**config.mk**
```make
export PLATFORM = sky130hd
export DESIGN_NAME = sorted_array_min_priority_queue_core
export DESIGN_NICKNAME = d
export VERILOG_FILES = /design/src/rtl/sapq_pkg.sv /design/src/rtl/sapq_ctrl.sv /design/src/rtl/sapq_datapath.sv /design/src/rtl/sorted_array_min_priority_queue_core.sv
export SDC_FILE = /design/constraint.sdc
export NUM_CORES = 1
export LEC_CHECK = 0
export CORE_MARGIN = 2
export CORE_UTILIZATION = 41
export CTS_BUF_LIST = sky130_fd_sc_hd__clkbuf_8
export CTS_CLUSTER_DIAMETER = 200
export DETAILED_ROUTE_END_ITERATION = 10
export DONT_BUFFER_PORTS = 1
export GPL_TIMING_DRIVEN = 0
export PLACE_DENSITY = 0.62
export SLEW_MARGIN = 20
export SYNTH_ARGS = -nofsm -noshare
export SYNTH_HDL_FRONTEND = slang
export SYNTH_SLANG_ARGS = --single-unit
```
**constraint.sdc**
```tcl
create_clock -name clock -period 12 [get_ports clock]
set_clock_uncertainty 0.1 [all_clocks]
set_input_delay 0.6 -clock clock [delete_from_list [all_inputs] [get_ports clock]]
set_output_delay 0.6 -clock clock [all_outputs]
set_load 0.02 [all_outputs]
```
**src/rtl/sapq_pkg.sv**
```systemverilog
// Shared types and constants for the sorted-array minimum priority queue.
// Used by the controller, the datapath and the top level; no dependencies.
package sapq_pkg;

   localparam int DEF_CAPACITY  = 8;
   localparam int VALUE_W       = 32;
   localparam int STATUS_W      = 2;
   localparam int ENTRY_COUNT_W = 4;

   // result status codes
   localparam logic [STATUS_W-1:0] STATUS_DONE      = 2'd0;
   localparam logic [STATUS_W-1:0] STATUS_OVERFLOW  = 2'd1;
   localparam logic [STATUS_W-1:0] STATUS_UNDERFLOW = 2'd2;

   // request action codes
   localparam logic ACTION_INSERT = 1'b0;
   localparam logic ACTION_REMOVE = 1'b1;

   typedef struct packed {
      logic                      action;
      logic signed [VALUE_W-1:0] value;
   } req_word_type;

   typedef struct packed {
      logic [STATUS_W-1:0]       status;
      logic signed [VALUE_W-1:0] removed_value;
      logic [ENTRY_COUNT_W-1:0]  entry_count;
   } rsp_word_type;

   typedef enum logic [1:0] {
      RD_AT_POS,
      RD_BELOW_POS,
      RD_ABOVE_POS
   } rd_addr_sel_type;

   typedef enum logic {
      WR_READ_DATA,
      WR_NEW_VALUE
   } wr_data_sel_type;

   // controller to datapath
   typedef struct packed {
      logic                load_item;
      logic                rd_en;
      rd_addr_sel_type     rd_sel;
      logic                wr_en;
      wr_data_sel_type     wr_sel;
      logic                pos_inc;
      logic                pos_dec;
      logic                count_inc;
      logic                count_dec;
      logic                take_removed;
      logic                set_status;
      logic [STATUS_W-1:0] status;
      logic                rsp_load;
   } sapq_cmd_type;

   // datapath to controller
   typedef struct packed {
      logic is_remove;
      logic full;
      logic empty;
      logic pos_zero;
      logic less;
      logic rem_last;
      logic rsp_free;
   } sapq_stat_type;

endpackage

```
**src/rtl/sapq_ctrl.sv**
```systemverilog
// Sequencer for the sorted-array priority queue: steps inserts and removes
// one memory access at a time. Depends on sapq_pkg.
module sapq_ctrl
   import sapq_pkg::*;
(
   input  logic          clock,
   input  logic          reset,
   input  logic          req_valid,
   output logic          req_stall,
   input  sapq_stat_type stat,
   output sapq_cmd_type  cmd
);

   typedef enum logic [3:0] {
      ST_IDLE,
      ST_DECIDE,
      ST_INS_CHECK,
      ST_INS_CMP,
      ST_INS_PLACE,
      ST_REM_FIRST,
      ST_REM_CHECK,
      ST_REM_MOVE,
      ST_REM_DONE,
      ST_FINISH
   } state_type;

   state_type state_ff, state_in;
   logic      req_stall_ff;

   assign req_stall = req_stall_ff;

   // next state and commands
   always_comb begin
      state_in = state_ff;
      cmd      = '0;
      cmd.rd_sel = RD_AT_POS;
      cmd.wr_sel = WR_READ_DATA;
      cmd.status = STATUS_DONE;
      unique case (state_ff)
         ST_IDLE: begin
            if (req_valid) begin
               cmd.load_item = 1'b1;
               state_in      = ST_DECIDE;
            end
         end
         ST_DECIDE: begin
            if (stat.is_remove) begin
               if (stat.empty) begin
                  cmd.set_status = 1'b1;
                  cmd.status     = STATUS_UNDERFLOW;
                  state_in       = ST_FINISH;
               end else begin
                  // fetch the smallest entry from slot zero
                  cmd.rd_en  = 1'b1;
                  cmd.rd_sel = RD_AT_POS;
                  state_in   = ST_REM_FIRST;
               end
            end else begin
               if (stat.full) begin
                  cmd.set_status = 1'b1;
                  cmd.status     = STATUS_OVERFLOW;
                  state_in       = ST_FINISH;
               end else begin
                  state_in = ST_INS_CHECK;
               end
            end
         end
         ST_INS_CHECK: begin
            if (stat.pos_zero) begin
               state_in = ST_INS_PLACE;
            end else begin
               cmd.rd_en  = 1'b1;
               cmd.rd_sel = RD_BELOW_POS;
               state_in   = ST_INS_CMP;
            end
         end
         ST_INS_CMP: begin
            // shift the larger neighbour up, else stop here
            if (stat.less) begin
               cmd.wr_en   = 1'b1;
               cmd.wr_sel  = WR_READ_DATA;
               cmd.pos_dec = 1'b1;
               state_in    = ST_INS_CHECK;
            end else begin
               state_in = ST_INS_PLACE;
            end
         end
         ST_INS_PLACE: begin
            cmd.wr_en     = 1'b1;
            cmd.wr_sel    = WR_NEW_VALUE;
            cmd.count_inc = 1'b1;
            state_in      = ST_FINISH;
         end
         ST_REM_FIRST: begin
            cmd.take_removed = 1'b1;
            state_in         = ST_REM_CHECK;
         end
         ST_REM_CHECK: begin
            if (stat.rem_last) begin
               state_in = ST_REM_DONE;
            end else begin
               cmd.rd_en  = 1'b1;
               cmd.rd_sel = RD_ABOVE_POS;
               state_in   = ST_REM_MOVE;
            end
         end
         ST_REM_MOVE: begin
            cmd.wr_en   = 1'b1;
            cmd.wr_sel  = WR_READ_DATA;
            cmd.pos_inc = 1'b1;
            state_in    = ST_REM_CHECK;
         end
         ST_REM_DONE: begin
            cmd.count_dec = 1'b1;
            state_in      = ST_FINISH;
         end
         ST_FINISH: begin
            // hold until the output register can take the word
            if (stat.rsp_free) begin
               cmd.rsp_load = 1'b1;
               state_in     = ST_IDLE;
            end
         end
         default: begin
            state_in = ST_IDLE;
         end
      endcase
   end

   // hold state and the registered stall
   always_ff @(posedge clock) begin
      if (reset) begin
         state_ff     <= ST_IDLE;
         req_stall_ff <= 1'b0;
      end else begin
         state_ff     <= state_in;
         req_stall_ff <= (state_in != ST_IDLE);
      end
   end

   // a word is taken only when the sequencer is idle
   a_accept_idle: assert property (@(posedge clock) disable iff (reset)
      cmd.load_item |-> state_ff == ST_IDLE && !req_stall_ff)
      else $error("item loaded outside idle");

   // results leave only once all memory traffic has finished
   a_load_quiet: assert property (@(posedge clock) disable iff (reset)
      cmd.rsp_load |-> !cmd.wr_en && !cmd.rd_en && !cmd.count_inc && !cmd.count_dec)
      else $error("response loaded during memory traffic");

   // stall tracks the sequencer
   a_stall_busy: assert property (@(posedge clock) disable iff (reset)
      req_stall_ff |-> state_ff != ST_IDLE)
      else $error("stall raised while idle");

endmodule

```
**src/rtl/sapq_datapath.sv**
```systemverilog
// Datapath for the sorted-array priority queue: entry memory, fill count,
// position pointer, item and result registers. Depends on sapq_pkg.
module sapq_datapath
   import sapq_pkg::*;
#(
   parameter int CAPACITY = DEF_CAPACITY
)
(
   input  logic          clock,
   input  logic          reset,
   input  req_word_type  req_word,
   input  logic          rsp_stall,
   output logic          rsp_valid,
   output rsp_word_type  rsp_word,
   input  sapq_cmd_type  cmd,
   output sapq_stat_type stat
);

   localparam int ADDR_W = (CAPACITY > 1) ? $clog2(CAPACITY) : 1;
   localparam int CNT_W  = $clog2(CAPACITY + 1);
   localparam logic [CNT_W-1:0] CAP_CNT = CNT_W'(CAPACITY);

   logic signed [VALUE_W-1:0] mem [CAPACITY];

   logic                      action_ff;
   logic signed [VALUE_W-1:0] value_ff;
   logic [CNT_W-1:0]          count_ff;
   logic [CNT_W-1:0]          pos_ff;
   logic signed [VALUE_W-1:0] rd_data_ff;
   logic signed [VALUE_W-1:0] removed_ff;
   logic [STATUS_W-1:0]       status_ff;
   logic                      rsp_valid_ff;
   rsp_word_type              rsp_word_ff;

   logic [CNT_W-1:0]          pos_inc;
   logic [CNT_W-1:0]          pos_dec;
   logic [CNT_W-1:0]          rd_pos;
   logic [ADDR_W-1:0]         rd_addr;
   logic [ADDR_W-1:0]         wr_addr;
   logic signed [VALUE_W-1:0] wr_data;

   assign pos_inc = pos_ff + CNT_W'(1);
   assign pos_dec = pos_ff - CNT_W'(1);

   // select read slot
   always_comb begin
      case (cmd.rd_sel)
         RD_BELOW_POS: rd_pos = pos_dec;
         RD_ABOVE_POS: rd_pos = pos_inc;
         default:      rd_pos = pos_ff;
      endcase
   end

   assign rd_addr = rd_pos[ADDR_W-1:0];
   assign wr_addr = pos_ff[ADDR_W-1:0];
   assign wr_data = (cmd.wr_sel == WR_NEW_VALUE) ? value_ff : rd_data_ff;

   // entry memory: one write, one registered read
   always_ff @(posedge clock) begin
      if (cmd.wr_en) begin
         mem[wr_addr] <= wr_data;
      end
      if (cmd.rd_en) begin
         rd_data_ff <= mem[rd_addr];
      end
   end

   // item, pointer, count and status registers
   always_ff @(posedge clock) begin
      if (reset) begin
         count_ff <= '0;
         pos_ff   <= '0;
      end else begin
         if (cmd.load_item) begin
            pos_ff <= (req_word.action == ACTION_REMOVE) ? '0 : count_ff;
         end else if (cmd.pos_inc) begin
            pos_ff <= pos_inc;
         end else if (cmd.pos_dec) begin
            pos_ff <= pos_dec;
         end
         if (cmd.count_inc) begin
            count_ff <= count_ff + CNT_W'(1);
         end else if (cmd.count_dec) begin
            count_ff <= count_ff - CNT_W'(1);
         end
      end
   end

   always_ff @(posedge clock) begin
      if (cmd.load_item) begin
         action_ff  <= req_word.action;
         value_ff   <= req_word.value;
         removed_ff <= '0;
         status_ff  <= STATUS_DONE;
      end else begin
         if (cmd.take_removed) begin
            removed_ff <= rd_data_ff;
         end
         if (cmd.set_status) begin
            status_ff <= cmd.status;
         end
      end
   end

   // output register: load on finish, drop once taken
   always_ff @(posedge clock) begin
      if (reset) begin
         rsp_valid_ff <= 1'b0;
      end else if (cmd.rsp_load) begin
         rsp_valid_ff <= 1'b1;
      end else if (!rsp_stall) begin
         rsp_valid_ff <= 1'b0;
      end
   end

   always_ff @(posedge clock) begin
      if (cmd.rsp_load) begin
         rsp_word_ff.status        <= status_ff;
         rsp_word_ff.removed_value <= removed_ff;
         rsp_word_ff.entry_count   <= ENTRY_COUNT_W'(count_ff);
      end
   end

   assign rsp_valid = rsp_valid_ff;
   assign rsp_word  = rsp_word_ff;

   // status to the controller
   assign stat.is_remove = (action_ff == ACTION_REMOVE);
   assign stat.full      = (count_ff >= CAP_CNT);
   assign stat.empty     = (count_ff == '0);
   assign stat.pos_zero  = (pos_ff == '0);
   assign stat.less      = (value_ff < rd_data_ff);
   assign stat.rem_last  = (pos_inc >= count_ff);
   assign stat.rsp_free  = !rsp_valid_ff || !rsp_stall;

   a_count_range: assert property (@(posedge clock) disable iff (reset)
      count_ff <= CAP_CNT)
      else $error("fill count above capacity");

   a_pos_range: assert property (@(posedge clock) disable iff (reset)
      pos_ff <= count_ff)
      else $error("position beyond fill count");

   a_count_step: assert property (@(posedge clock) disable iff (reset)
      cmd.count_inc |=> count_ff == $past(count_ff) + CNT_W'(1))
      else $error("fill count did not advance");

   a_error_zero: assert property (@(posedge clock) disable iff (reset)
      cmd.rsp_load && status_ff != STATUS_DONE |-> removed_ff == '0)
      else $error("error result carries a value");

endmodule

```
**src/rtl/sorted_array_min_priority_queue_core.sv**
```systemverilog
// Sorted-array minimum priority queue: one result word per request word.
// An insert shifts each larger entry up one slot, then writes the new value;
// a remove takes slot zero and moves each later entry down one slot.
// One item at a time; each shift step is a read then a write of the one-write,
// one-read entry memory. No new request is taken until the result has entered
// the output register. Reset empties the queue at once; entry memory is not cleared.
module sorted_array_min_priority_queue_core
   import sapq_pkg::*;
#(
   parameter int CAPACITY = DEF_CAPACITY
)
(
   input  logic         clock,
   input  logic         reset,
   input  logic         req_valid,
   output logic         req_stall,
   input  req_word_type req_word,
   output logic         rsp_valid,
   input  logic         rsp_stall,
   output rsp_word_type rsp_word
);

   sapq_cmd_type  cmd;
   sapq_stat_type stat;

   sapq_ctrl u_ctrl (
      .clock     (clock),
      .reset     (reset),
      .req_valid (req_valid),
      .req_stall (req_stall),
      .stat      (stat),
      .cmd       (cmd)
   );

   sapq_datapath #(
      .CAPACITY (CAPACITY)
   ) u_datapath (
      .clock     (clock),
      .reset     (reset),
      .req_word  (req_word),
      .rsp_stall (rsp_stall),
      .rsp_valid (rsp_valid),
      .rsp_word  (rsp_word),
      .cmd       (cmd),
      .stat      (stat)
   );

endmodule
```
Yosys cells after proc, flatten, opt, wreduce, memory -nomap -nowiden:

Memories as Yosys holds them, arrays and structs flattened. A register that Yosys moved wholly into a read port is not among the register bits.
Index checks and enable logic that the tools add are counted.

* output and inout bits: 40
* logic and storage cells: 85
* memories: 1
* register bits after elaboration: 119
* input port bits: 37
* memory bits (writable): 256

* muxes and demuxes: 42
* reductions and logical operators: 11
* order comparisons: 3
* equal/unequal tests: 12
* add/sub/neg operators: 4

Memory list
* u_datapath.mem: words 8, bits a word 32, rd ports 1, clocked after memory_dff 1, write ports 1, RTL line sapq_datapath.sv:23 `logic signed [VALUE_W-1:0] mem [CAPACITY];`

Operator list (number)
* 2-to-1 mux 4 bit: 12
* less-than comparator 32 bit: 1
* 2-to-1 mux 32 bit: 1
* one-hot mux 4 bit (8 select lines): 1
* 2-to-1 mux 3 bit: 10
* equality test 4 x 3 -> 1 bit, second input constant: 4
* 2-to-1 mux 1 bit: 14
* logical NOT 4 bit: 3
* one-hot mux 3 bit (3 select lines): 1
* adder 4 x 1 -> 4 bit, second input constant: 2
* equality test 4 x 2 -> 1 bit, second input constant: 2
* equality test 4 bit, second input constant: 2
* subtractor 4 x 1 -> 4 bit, second input constant: 2
* one-hot mux 2 bit (3 select lines): 1
* one-hot mux 3 bit (2 select lines): 1
* equality test 4 x 1 -> 1 bit, second input constant: 1
* >= comparator 4 bit: 1
* >= comparator 4 bit, second input constant: 1
* nonzero test 4 bit: 1
* OR reduction 2 bit: 2
* nonzero test 3 bit: 1
* equality test 2 x 1 -> 1 bit, second input constant: 1
* equality test 2 bit, second input constant: 1
* logical NOT 1 bit: 2
* other kinds (4): 4

Depth between registers and ports, before layout:

* depth in word-level cells: 6
* depth in mapped cells: 17
* gate-level depth less buffers: 14

Cells and area by module:

Synthesis repeated with hierarchy kept, for this count alone.

* cells, all modules: 945
* area, all modules: 16519.6 um^2

Modules (own cells, without submodules)
* sapq_datapath: times used 1, seq. area each 11641.2 um^2, cells an instance 884, area each 16054.1 um^2
* sapq_ctrl: times used 1, seq. area each 100.1 um^2, cells an instance 61, area each 465.4 um^2

Least setup slack after synthesis:

No wires, ideal clock.

* path kind: register to register
* from: register u_datapath.rd_data_ff[9] (read register of u_datapath.mem)
* to: memory u_datapath.mem[0][0] (enable)
* arrival: 4.206 ns
* setup slack: 7.233 ns
* setup time: 0.461 ns
* data required time: 11.439 ns
* clock period less this slack: 4.767 ns
* path buffers: 0
* stages on the path, launching flop included: 11
* cell sequence: edfxtp_1 > inv_1 > ha_1 > a21oi_1 > o21ai_1 > a221oi_1 > a21oi_1 > a311oi_2 > o21ai_4 > a21o_1 > nor3_1

* longest elaborated chain between the ends: 5

Ends and longest elaborated chain
* from (decl): RTL line sapq_datapath.sv:29 `logic signed [VALUE_W-1:0] rd_data_ff;`
* less-than comparator 32 bit: RTL line sapq_datapath.sv:132 `assign stat.less = (value_ff < rd_data_ff);`
* 2-to-1 mux 2 bit: RTL line sapq_ctrl.sv:79 `if (stat.less) begin`
* one-hot mux 2 bit (3 select lines): RTL line sapq_ctrl.sv:39 `unique case (state_ff)`
* 2-to-1 mux 1 bit: RTL line sapq_datapath.sv:60 `if (cmd.wr_en) begin`
* 2-to-1 mux 1 bit (not written as such): RTL line sapq_datapath.sv:61 `mem[wr_addr] <= wr_data;`
* to (decl): RTL line sapq_datapath.sv:23

Every way passes these cells.

Final worst setup path:

* from: register u_datapath.pos_ff[1]
* to: register u_datapath.rd_data_ff[27] (read register of u_datapath.mem), data pin

* longest elaborated chain between the ends: 6
* elaborated cells between the ends (all ways): 10
* those cells by class: add/sub (2); order compare (1); eq/ne (2); mux (4); reduce/logical (1)

Ends and longest elaborated chain
* from (decl): RTL line sapq_datapath.sv:28 `logic [CNT_W-1:0] pos_ff;`
* from (signal assigned): RTL line sapq_datapath.sv:75 `pos_ff <= (req_word.action == ACTION_REMOVE) ? '0 : count_ff;`
* from (signal assigned): RTL line sapq_datapath.sv:77 `pos_ff <= pos_inc;`
* from (signal assigned): RTL line sapq_datapath.sv:79 `pos_ff <= pos_dec;`
* adder 4 x 1 -> 4 bit: RTL line sapq_datapath.sv:42 `assign pos_inc = pos_ff + CNT_W'(1);`
* >= comparator 4 bit: RTL line sapq_datapath.sv:133 `assign stat.rem_last = (pos_inc >= count_ff);`
* 2-to-1 mux 3 bit: RTL line sapq_ctrl.sv:99 `if (stat.rem_last) begin`
* one-hot mux 3 bit (3 select lines): RTL line sapq_ctrl.sv:39
* equality test 2 bit or equality test 2 x 1 -> 1 bit (tied branches): RTL line sapq_datapath.sv:47 `case (cmd.rd_sel)`
* one-hot mux 3 bit (2 select lines): RTL line sapq_datapath.sv:47

Several ways; a longest one is shown, not always the timed one.
A chain may end at the register's enable or synchronous reset.

==> flow_summary.yaml <==
floorplanning:
  rows: 72
  fp.coreArea_sq_um: 38800
  die_h_um: 203
  start_util_pct: 41.7
  num_io_pins: 77
  die_x_um: 203
  die-area_sq_um: 41100
route:
  drt-vias-per-instance: 5.24
  routed_wl_um: 35700
  first_pass_iters: 5
  ant_nets: 0
  drc: 0
  avgRoutedWirePerCell_um: 21.4
  num_vias: 8754
  drt_iter0_drc: 623
timing:
  setup_tns_ns: 0
  drv_slew: 0
  rsz0062_at_grt: "no"
  setup_violations: 0
  slew_headroom_pct: 21.2
  worst_slew_pin_slew_ns: 1.18
  worst_hold_slack_ns: 0.0844
  period_share_pct: 43.6
  fin_crit_ns: 5.24
  clock.fmax_mhz: 191
  hold_violations: 0
setup_path:
  endpoint: "u_datapath.rd_data_ff[27]"
  criticalPathCategory: "reg -> reg"
  startpoint_type: "flop"
  cp_data_arrival_time_ns: 5.48
  rr_endpoint: "u_datapath.rd_data_ff[27]"
  endpoint_kind: "flop"
  r2r_cells: 15
  r2r_start: "u_datapath.pos_ff[1]"
  critPathMaxFanout: 10
  critPathLaunch: "u_datapath.pos_ff[1]"
  timing.reg2reg.setup_slack_ns: 6.76
  required_ns: 12.24
synthesis:
  avgSynthCellArea_sq_um: 16.6
  synth-edff-count: 359
  synth-seq-cells: 407
  synth_warnings: 0
  ys_types: 53
  async_reset_ff_share_pct: 0
  seq_area_frac_synth_pct: 72.6
  synth_nets: 1052
  syn_inst: 973
  ys.flop_type: "edfxtp_1"
  netlist_area_sq_um: 16200
place:
  placedCellCount: 1511
  hpwl_um: 23200
  io_buffers: 0
  place_congestion: 0.804
min_path:
  hold_class: "in -> reg"
  hp-start: "rsp_stall"
clock_network:
  cts_buffers: 70
  tritoncts: "built"
  cts_sinks: 407
  cts_root_buffer: "clkbuf_8"
  worst_skew_pair.late_latency_ns: 0.61
  cts.clk_slew.worst_paths_ns: 0.06
  cts_buffer_depth: 3
  cts_resized: 0
  cts_max_level: 3
global_routing:
  antenna_found_initial: 0
  grt_pass1_vias: 9042
  grt-ovfl-total: 0
  grt_pass1_wl_um: 54200
  grt_max_degree: 43
  grt_usage_pct: 17.7
layout:
  diodes: 0
  final_cells: 1670
  layout.nets: 1177
  area_growth_pct: 17.7
  drive_above_1_share_pct: 21.6
status:
  status: "finished clean"
power_and_ir_drop:
  power.leakage_uw: 0.00649
  peakVddDrop_mv: 0.0843
  p_per_area_nw_per_um2: 197
job:
  maxCapViolCount: 0
==> cells in the final DEF (no fill, tap or decap), types with 3 or more instances in the layout <==
master | synthesis | final
clkbuf_8 | 0 | 84
nand4_1 | 3 | 3
dlygate4sd3_1 | 0 | 33
nor3b_1 | 3 | 3
nand2b_1 | 8 | 8
xor2_1 | 3 | 3
a21oi_1 | 64 | 62
nand3_1 | 3 | 3
clkbuf_1 | 23 | 22
buf_6 | 0 | 5
clkinv_2 | 0 | 10
mux4_2 | 64 | 64
nor3_1 | 8 | 7
clkinv_1 | 0 | 6
xnor2_1 | 4 | 4
nor2_1 | 31 | 29
bufinv_16 | 0 | 4
a22oi_1 | 4 | 4
inv_1 | 43 | 62
o21ai_0 | 44 | 44
a21o_1 | 4 | 4
buf_1 | 4 | 4
buf_16 | 0 | 7
buf_8 | 0 | 4
ha_1 | 41 | 41
nor4_1 | 3 | 3
edfxtp_1 | 359 | 359
nand2_1 | 123 | 122
dfxtp_1 | 48 | 48
mux2_2 | 32 | 32
mux2i_1 | 4 | 4
buf_2 | 13 | 13
==> worst min path at each step <==
stage                                    to  slack, ns  depth (start not counted)
finish                 u_datapath.rsp_valid       0.08                          2
global route           u_datapath.rsp_valid        0.1                          2
CTS                    u_datapath.rsp_valid       0.05                          2
detailed placement  u_datapath.rsp_word[34]       0.31                          0
global placement     u_datapath.rsp_word[4]       0.32                          0
floorplan           u_datapath.rsp_word[10]       0.31                          0
==> cells in the mapped netlist (8+ instances only) <==
cell	number	area share [%]
a21oi_1	64	2.0
clkbuf_1	23	0.53
edfxtp_1	359	67
buf_2	13	0.40
o21ai_0	44	1.4
dfxtp_1	48	5.9
ha_1	41	3.2
mux4_2	64	8.9
nand2_1	123	2.9
mux2_2	32	2.2
nor2_1	31	0.72
inv_1	43	1.0
nor3_1	8	0.25
nand2b_1	8	0.31
==> metal layers <==
metal	global-route usage, %	vias to the layer above	routed length (um)
li1	-	3999	-
met1	24.4	4398	16000
met2	28.0	284	16800
met3	3.77	73	2020
met4	6.44	0	894
met5	0	-	0
==> cell type report <==
cell class / instances / area, sq um
well taps: 518 / 648
fillers: 3244 / 19800
plain buffers: 40 / 170
multi-input cells: 483 / 4180
clock buffers: 84 / 1160
clock inverters: 42 / 289
repair buffers: 53 / 694
flip-flops and latches: 407 / 11700
inverters: 43 / 161
==> what timing repair did <==
action	in CTS	in global routing
buffers inserted	0	0
hold buffers	33	0
endpoints found under the hold margin	33	0
==> flip-flops by register name, summed over array words and instances (netlist names) <==
signal,count
u_ctrl.req_stall,1
u_ctrl.state_ff,4
u_datapath.action_ff,1
u_datapath.count_ff,4
u_datapath.mem,256
u_datapath.pos_ff,4
u_datapath.rd_data_ff,32
u_datapath.removed_ff,32
u_datapath.rsp_valid,1
u_datapath.rsp_word,38
u_datapath.status_ff,2
u_datapath.value_ff,32
==> per-stage QoR <==
stage	setup slack, ns	utilization (%)	cell area (sq um)	power (uW)
after floorplan	7.23	-	16200	2260
final	6.76	49.0	19000	3740
after detailed placement	6.77	44.5	17300	2490
after CTS	6.76	49.0	19000	3790
after global routing	6.46	49.0	19000	3920
after global placement	3.79	43.3	16800	2470
==> power by group <==
group | internal [uW] | total (uW) | switching, uW
sequential | 1750 | 1830 | 87.8
clock | 723 | 1280 | 556
combinational | 228 | 629 | 401
total | 2700 | 3740 | 1050
==> worst max-delay path: stages, from the launching register on <==
cell and delay, ns:
dfxtp_1 0.33, clkbuf_1 0.50, inv_1 0.12, ha_1 0.38, ha_1 0.30, a21o_1 0.16, a21o_1 0.18, a21oi_1 0.19
and4_1 0.31, inv_1 0.06, ha_1 0.38, nor2_1 0.07, a21oi_1 0.79, buf_2 0.48, mux4_2 0.36, mux2_2 0.27
==> cells by family (layout without fill, tap and decap cells) <==
family                   count (synthesis)  after routing  share of synthesized area (%)
AND/OR/NAND/NOR                        199            199                           5.52
XOR/XNOR                                 7              7                          0.379
buffers and inverters                   83            262                           2.03
adder cells (fa/ha/maj)                 42             42                           3.29
flip-flops                             407            407                           72.6
AO/OA/AOI/OAI                          135            135                           4.84
multiplexers                           100            100                           11.4
Power figures use the tool's default switching activity.
